**src/rtl/sapt_pkg.sv**
```systemverilog
// Package for the sorted axis point table: request/result types, codes, cell command.
// No dependencies; imported by sapt_cell, sorted_axis_point_table_core and tb.
package sapt_pkg;

    localparam int DEFAULT_DEPTH  = 64;
    localparam int COORD_W        = 32;
    localparam int DIST_W         = 31;
    localparam int INDEX_W        = 6;
    localparam int POS_W          = 7;
    localparam int STATUS_W       = 2;

    localparam logic [DIST_W-1:0] MIN_DIST_RESET = DIST_W'(1);

    typedef enum logic [1:0] {
        OP_INSERT = 2'd0,
        OP_FIND   = 2'd1,
        OP_REMOVE = 2'd2,
        OP_CLEAR  = 2'd3
    } op_t;

    typedef enum logic [STATUS_W-1:0] {
        ST_OK        = 2'd0,
        ST_TOO_CLOSE = 2'd1,
        ST_FULL      = 2'd2,
        ST_BAD_INDEX = 2'd3
    } status_t;

    typedef enum logic [1:0] {
        FSM_IDLE,
        FSM_CMP,
        FSM_EVAL,
        FSM_EXEC
    } fsm_t;

    typedef struct packed {
        logic [1:0]                op;
        logic signed [COORD_W-1:0] coordinate;
        logic [INDEX_W-1:0]        index;
    } request_t;

    typedef struct packed {
        logic [STATUS_W-1:0]       status;
        logic [POS_W-1:0]          position;
        logic signed [COORD_W-1:0] point_value;
        logic [POS_W-1:0]          point_count;
    } result_t;

    // Broadcast from the controller to every cell.
    typedef struct packed {
        logic                      cmp_en;
        logic                      eval_en;
        logic                      ins_en;
        logic                      rem_en;
        logic signed [COORD_W-1:0] coord;
        logic [DIST_W-1:0]         min_dist;
    } cell_cmd_t;

    // Per-cell flags registered in the evaluate step.
    typedef struct packed {
        logic hi_close;
        logic lo_close;
    } cell_flags_t;

endpackage

```
**src/rtl/sapt_cell.sv**
```systemverilog
// One table slot: holds a point, compares it with the request, shifts with its neighbors.
// Depends on sapt_pkg.
module sapt_cell
    import sapt_pkg::*;
#(
    parameter int IDX   = 0,
    parameter int CMP_W = 7
)
(
    input  logic                      clk,
    input  cell_cmd_t                 cmd,
    input  logic                      occupied,
    input  logic [CMP_W-1:0]          shift_pos,
    input  logic signed [COORD_W-1:0] prev_value,
    input  logic signed [COORD_W-1:0] next_value,
    input  logic                      prev_lt,
    input  logic                      next_lt,
    output logic signed [COORD_W-1:0] value,
    output logic                      lt,
    output logic                      bnd,
    output cell_flags_t               flags,
    output logic signed [COORD_W-1:0] sel_value
);

    localparam logic [CMP_W-1:0] MY_IDX = CMP_W'(IDX);

    logic signed [COORD_W-1:0] value_reg;
    logic                      lt_reg;
    cell_flags_t               flags_reg;
    logic signed [COORD_W-1:0] sel_reg;

    logic signed [COORD_W:0] hi_diff;
    logic signed [COORD_W:0] lo_diff;
    logic signed [COORD_W:0] dist_ext;
    logic                    is_last_lt;

    assign hi_diff  = {value_reg[COORD_W-1], value_reg} - {cmd.coord[COORD_W-1], cmd.coord};
    assign lo_diff  = {cmd.coord[COORD_W-1], cmd.coord} - {value_reg[COORD_W-1], value_reg};
    assign dist_ext = $signed({2'b00, cmd.min_dist});

    // boundary: first slot not below the coordinate (unoccupied slots compare false)
    assign bnd        = !lt_reg && prev_lt;
    assign is_last_lt = lt_reg && !next_lt;

    always_ff @(posedge clk)
    begin
        if (cmd.cmp_en)
        begin
            lt_reg <= occupied && (value_reg < cmd.coord);
        end
        if (cmd.eval_en)
        begin
            flags_reg.hi_close <= bnd && occupied && !(hi_diff > dist_ext);
            flags_reg.lo_close <= is_last_lt && !(lo_diff > dist_ext);
            sel_reg            <= (bnd && occupied) ? value_reg : '0;
        end
        if (cmd.ins_en)
        begin
            if (MY_IDX == shift_pos)
            begin
                value_reg <= cmd.coord;
            end
            else if (MY_IDX > shift_pos)
            begin
                value_reg <= prev_value;
            end
        end
        else if (cmd.rem_en)
        begin
            if (MY_IDX >= shift_pos)
            begin
                value_reg <= next_value;
            end
        end
    end

    assign value     = value_reg;
    assign lt        = lt_reg;
    assign flags     = flags_reg;
    assign sel_value = sel_reg;

endmodule

```
**config.mk**
```make
export PLATFORM = sky130hd
export DESIGN_NAME = sapt_cell
export DESIGN_NICKNAME = d
export VERILOG_FILES = /design/src/rtl/sapt_pkg.sv /design/src/rtl/sapt_cell.sv
export SDC_FILE = /design/constraint.sdc
export NUM_CORES = 1
export LEC_CHECK = 0
export CELL_PAD_IN_SITES_DETAIL_PLACEMENT = 1
export CELL_PAD_IN_SITES_GLOBAL_PLACEMENT = 2
export CORE_ASPECT_RATIO = 0.5
export CORE_MARGIN = 2
export CORE_UTILIZATION = 41
export DETAILED_ROUTE_END_ITERATION = 8
export DONT_BUFFER_PORTS = 1
export GPL_TIMING_DRIVEN = 0
export PLACE_DENSITY_LB_ADDON = 0.08
export SLEW_MARGIN = 20
export SYNTH_ARGS = -nofsm -noshare
export SYNTH_HDL_FRONTEND = slang
export SYNTH_SLANG_ARGS = --single-unit
```
**constraint.sdc**
```tcl
create_clock -name clk -period 12.9 [get_ports clk]
set_input_delay 1.29 -clock clk [delete_from_list [all_inputs] [get_ports clk]]
set_output_delay 1.29 -clock clk [all_outputs]
set_load 0.02 [all_outputs]
```
==> impl_metrics.toml, run 1 <==
[run_status]
outcome = "finished, final reports clean"

[synthesis]
synth_seq_area_share_pct = 25.4
synth_top_area_cell = "edfxtp_1"
synth_cells = 976
yosys.cell_types.count = 62
ys_ff_latch = 67
yosysWarnings = 0
synth_area_leaders = "edfxtp_1, ha_1, a21oi_1"
synth_area_per_cell_um2 = 8.11
synthFlopType = "edfxtp_1"
async_flop_share_pct = 0
synth_edf_count = 67
synth_top_area_share_pct = 25.4
syn_area_mm2 = 0.00792
syn_nets = 1245

[global_routing]
grtUsageTotal_pct = 25.9
antenna_found_initial = 1
grt_pass1_wl_mm = 41.6
gr-total-overflow = 0
grt_pass1_vias = 7489
grt_max_degree = 35

[routing]
ant_nets = 0
drt_iter0_drc = 347
wire_per_inst_um = 20.7
routed_via_density = 5.66
vias = 7094
first_pass_iters = 5
drc_errors = 0
drt-total-wl_mm = 26.0

[die]
coreArea_mm2 = 0.0187
die_w_um = 201
die_area_mm2 = 0.0205
start_util_pct = 42.4
die_y_um = 102
ioPinCount = 210
rows = 35

[sta]
maxSlewViolCount = 0
finClkSkew_ns = 0.00332
slew_headroom_pct = 26.2
tightest_slew_ns = 1.08
clock.fmax_mhz = 172
rsz0062_at_grt = "false"
finalCritPeriodShare_pct = 45.0
setup_tns_ns = 0
setup_viol = 0
hold_ws_ns = 0.823
fin_crit_ns = 5.80
hold_viol_final = 0

[cts]
holdBufCountCts = 0
clock_sinks = 67
cts-root-buf = "clkbuf_16"
clock_latency_ns = 0.34
cts_resized = 0
postCtsSetupBuffers = 0
path_clk_slew_ns = 0.06
cts.htree.levels = 3
cts-buffers-inserted = 9
clock_tree.buffer_depth = 2
cts_tree = "yes"

[setup_path]
r2r_end = "flags[1]"
path_max_fanout = 3
cp_slowest_cell = "o21ai_0"
crit_type = "in -> reg"
endpoint = "flags[1]"
critPathLaunch = "cmd[31]"
rr_startpoint = "value[0]"
rrSetupSlack_ns = 7.37
slowest_delay_ns = 0.43
critical_path_required_ns = 12.98
cp-start-kind = "input pin"
rr_worst_depth = 21
cp.arrival_ns = 5.89
endpoint_kind = "flop"
path_cells = "ha_1 -> inv_1 -> fa_1 -> a21o_1 -> a21o_1 -> a211o_1 -> a21o_1 -> a21oi_2 -> o21bai_1 -> a21oi_1 -> o21ai_1 -> xor2_1 -> ha_1 -> a21oi_1 -> o21ai_0 -> o21ai_0 -> a21oi_1 -> nor3b_1 -> mux2i_1 -> nand2_1"

[placed_design]
placedCellCount = 1236
hpwl_mm = 22.3
port_buffers = 0
routabilityCongestion = 0.885

[power]
p_per_area_mw_per_mm2 = 82.6
ir_drop_mv = 0.0717
leakage_nw = 4.09

[finish]
finalNonFillerCells = 1254
final_nets = 1257
drive_gt1_share_pct = 4.03
seq_area_mm2 = 0.00201
layout_common_cells = "a21oi_1, ha_1, nor2_1, inv_1, edfxtp_1"
fill_cells = 2296
final_common_cell = "a21oi_1"
multi_input_area_mm2 = 0.00530
area_growth_pct = 8.22

[min_path]
hold_class = "reg -> reg"

[run]
drv_cap = 0
[how the worst min path moves through the flow]
stage / end / startpoint / slack [ns] / cells past startpoint
floorplan: sel_value[2] / value[2] / 0.76 / 1
global placement: sel_value[13] / value[13] / 0.80 / 1
detailed placement: sel_value[12] / value[12] / 0.82 / 1
CTS: sel_value[12] / value[12] / 0.83 / 1
global route: sel_value[17] / value[17] / 0.84 / 1
finish: sel_value[17] / value[17] / 0.82 / 1
[layout make-up]
type / instances / area share, %
multi-input combinational: 751 / 61.9
buffer: 49 / 2.32
clock buffer: 9 / 2.63
antenna: 2 / 0.0584
tap: 259 / 3.78
timing repair buffer: 1 / 0.234
sequential: 67 / 23.5
inverter: 109 / 4.78
clock inverter: 7 / 0.803
[where the power goes]
group	switching (W)	total, W	internal [W]
combinational	0.000122	0.000203	0.0000813
clock	0.0000965	0.000245	0.000149
sequential	0.0000109	0.000259	0.000248
[cells in the mapped netlist, types with 4 or more instances]
library cell	instances
nor3_1	9
a21oi_2	4
edfxtp_1	67
a211oi_1	6
nand2_1	38
nor2_1	114
clkbuf_1	39
o21bai_1	9
o21a_1	11
a21o_1	62
nand3_1	5
nand4_1	24
ha_1	125
xor2_1	22
a31oi_1	5
inv_1	109
xnor2_1	31
a221oi_1	4
nand2b_1	4
o21ai_1	21
nor2b_1	9
buf_2	6
and3_1	36
a21oi_1	138
o21ai_0	19
[per-layer routing]
layer  share of wire [%]  up-vias  global-route usage [%]
li1                    -     3483                       -
met1                  47     3445                    33.5
met2                  46      144                    45.6
met3                 5.9       22                    6.44
met4                0.86        0                    3.25
met5                   0        -                       0
[metrics by stage]
step / util, % / setup WS (ns) / cell area [um2] / total power, W
detailed placement: 44.3 / 6.75 / 8270 / 0.000465
floorplan: - / 7.85 / 7920 / 0.000412
global route: 45.9 / 6.70 / 8560 / 0.000748
global placement: 44.2 / 6.86 / 8240 / 0.000458
CTS: 45.9 / 7.11 / 8560 / 0.000710
finish: 45.9 / 7.10 / 8570 / 0.000707
[worst max-delay path: cells and delay by family]
kind                       cells  cell delay (ns)
AOI/OAI and AO/OA             12             3.18
xor gates and xnor gates       1             0.16
adders and majority gates      3             0.88
buffers and inverters          1             0.06
muxes                          1             0.15
and+or+nand+nor                2             0.18
[cell families after synthesis]
| logic type | Yosys count | synth area share [%] |
|---|---|---|
| XOR/XNOR | 53 | 5.86 |
| AND/OR/NAND/NOR | 259 | 15.8 |
| multiplexers | 1 | 0.126 |
| adder cells (fa/ha/maj) | 127 | 20.3 |
| flip-flops | 67 | 25.4 |
| buffers and inverters | 158 | 7.68 |
| AO/OA/AOI/OAI | 311 | 24.9 |
Note: power is estimated with default switching activity, not from simulation.
==> inputs of run 2 (changes only) <==
Settings changed: CORE_UTILIZATION 41 to 34.
Clock period 12.9 ns to 4.9 ns, I/O delays scaled along.
==> impl_metrics.toml, run 2 (same netlist as run 1, synthesis figures left out) <==
[setup_path]
rr_worst_depth = 24
endpoint = "flags[1]"
critical_path_buf_inv_count = 3
rr_startpoint = "value[0]"
cp-start-kind = "flop"
path_max_fanout = 4
slowest_delay_ns = 0.55
critPathLaunch = "value[0]"
path_cells = "inv_1 -> ha_2 -> inv_2 -> fa_2 -> a21o_1 -> a21o_1 -> a211o_1 -> a21o_1 -> a21oi_4 -> o21bai_4 -> a21o_1 -> a21oi_2 -> xnor2_2 -> ha_1 -> and4_1 -> and3b_2 -> and3_4 -> nand4_1 -> o21ai_2 -> a21oi_2 -> buf_6 -> nor3b_2 -> mux2i_1 -> nand2_1"
critical_path_required_ns = 4.99
path_delay_family = "compound AO/OA/AOI/OAI gates"
rrSetupSlack_ns = 0.05
endpoint_kind = "flop"
critical_path.most_common_cell = "a21o_1"
cp.arrival_ns = 4.95
r2r_end = "flags[1]"
crit_type = "reg -> reg"
cp_num_cells = 24
cp_slowest_cell = "edfxtp_1"

[die]
ioPinCount = 210
die_w_um = 220
die_area_mm2 = 0.0246
start_util_pct = 34.7
die_y_um = 112
rows = 39
coreArea_mm2 = 0.0228

[finish]
diodes = 0
drive_gt1_share_pct = 7.85
final_common_cell = "a21oi_1"
final_nets = 1271
fin_util_pct = 39.3
layout_common_cells = "a21oi_1, ha_1, nor2_1, inv_1, edfxtp_1"
fill_cells = 2765
fin_area_mm2 = 0.00897
seq_area_mm2 = 0.00201
finalNonFillerCells = 1314
multi_input_area_mm2 = 0.00551
area_growth_pct = 13.3

[global_routing]
grt_pass1_wl_mm = 43.4
grt_max_degree = 35
antenna_found_initial = 0
gr-total-overflow = 0
grt_pass1_vias = 7587
grtUsageTotal_pct = 22.9

[sta]
rsz0062_at_grt = "true"
fin_crit_ns = 4.85
setup_viol = 0
clock.fmax_mhz = 206
maxSlewViolCount = 0
hold_ws_ns = 0.256
finalCritPeriodShare_pct = 99.0
hold_viol_final = 0
finClkSkew_ns = 0.00537
slew_headroom_pct = 44.8
tightest_slew_ns = 0.826

[placed_design]
placedCellCount = 1284
routabilityCongestion = 0.841
port_buffers = 0
post_dp_cell_area_mm2 = 0.00833
hpwl_mm = 23.6

[routing]
vias = 7111
routed_via_density = 5.41
ant_nets = 0
first_pass_iters = 4
drt_iter0_drc = 313
drt-total-wl_mm = 27.8
drc_errors = 0
wire_per_inst_um = 21.1

[power]
p_per_area_mw_per_mm2 = 217
power_w = 0.00195
ir_drop_mv = 0.141
p_int_w = 0.00133
swShare_pct = 31.6
clockPowerShare_pct = 35.1
seqPwrFrac_pct = 35.0
pwr-share-comb_pct = 29.9
p_sw_w = 0.000616
leakage_nw = 4.23

[cts]
cts.htree.levels = 3
cts_tree = "yes"
clock_tree.buffer_depth = 2
path_clk_slew_ns = 0.06
clock_latency_ns = 0.34
clock_sinks = 67
cts-buffers-inserted = 9
cts-root-buf = "clkbuf_16"

[run]
drv_cap = 0

[run_status]
outcome = "finished, final reports clean"

[min_path]
hold_class = "in -> reg"
-- run 2: how the worst min path moves through the flow --
stage,start,to,slack [ns],cells past startpoint
2_1_floorplan,cmd[65],flags[0],0.60,0
3_3_place_gp,cmd[66],lt,0.60,0
3_5_place_dp,cmd[66],lt,0.60,0
4_1_cts,cmd[65],sel_value[27],0.25,0
5_1_grt,cmd[66],lt,0.24,0
6_report,cmd[65],sel_value[27],0.26,0
-- run 2: per-layer routing --
layer / track usage (%) / vias to the layer above / wire, um
li1: - / 3510 / -
met1: 30.5 / 3469 / 13000
met2: 39.0 / 121 / 13200
met3: 5.66 / 11 / 1460
met4: 2.28 / 0 / 112
met5: 0 / - / 0
-- run 2: what timing repair did --
action	CTS	global route
setup buffers	7	8
endpoints found under the hold margin	0	0
hold buffers	0	0
gates cloned	0	0
setup endpoints to repair	2	2
resized for setup	14	27
pin swaps	6	20
-- run 2: power groups by stage --
stage / sequential [W] / clock, W / combinational [W]
global route: 0.000683 / 0.000721 / 0.000664
floorplan: 0.000690 / 0 / 0.000394
detailed placement: 0.000694 / 0 / 0.000539
finish: 0.000682 / 0.000684 / 0.000582
CTS: 0.000682 / 0.000695 / 0.000560
global placement: 0.000694 / 0 / 0.000523
-- run 2: area by class of cell --
| cell class | instances | area share, % |
|---|---|---|
| Clock inverter | 6 | 0.892 |
| Inverter | 109 | 4.56 |
| Buffer | 48 | 2.18 |
| Clock buffer | 10 | 2.55 |
| Timing Repair Buffer | 16 | 1.66 |
| Sequential cell | 67 | 22.4 |
| Multi-Input combinational cell | 751 | 61.5 |
| Tap cell | 307 | 4.28 |
-- run 2: metrics by stage --
stage / setup WS (ns) / setup TNS (ns)
floorplan: 0.542 / 0
global placement: -0.707 / -0.803
detailed placement: -0.841 / -0.997
CTS: 0.0233 / 0
global route: -0.242 / -0.294
finish: 0.0481 / 0
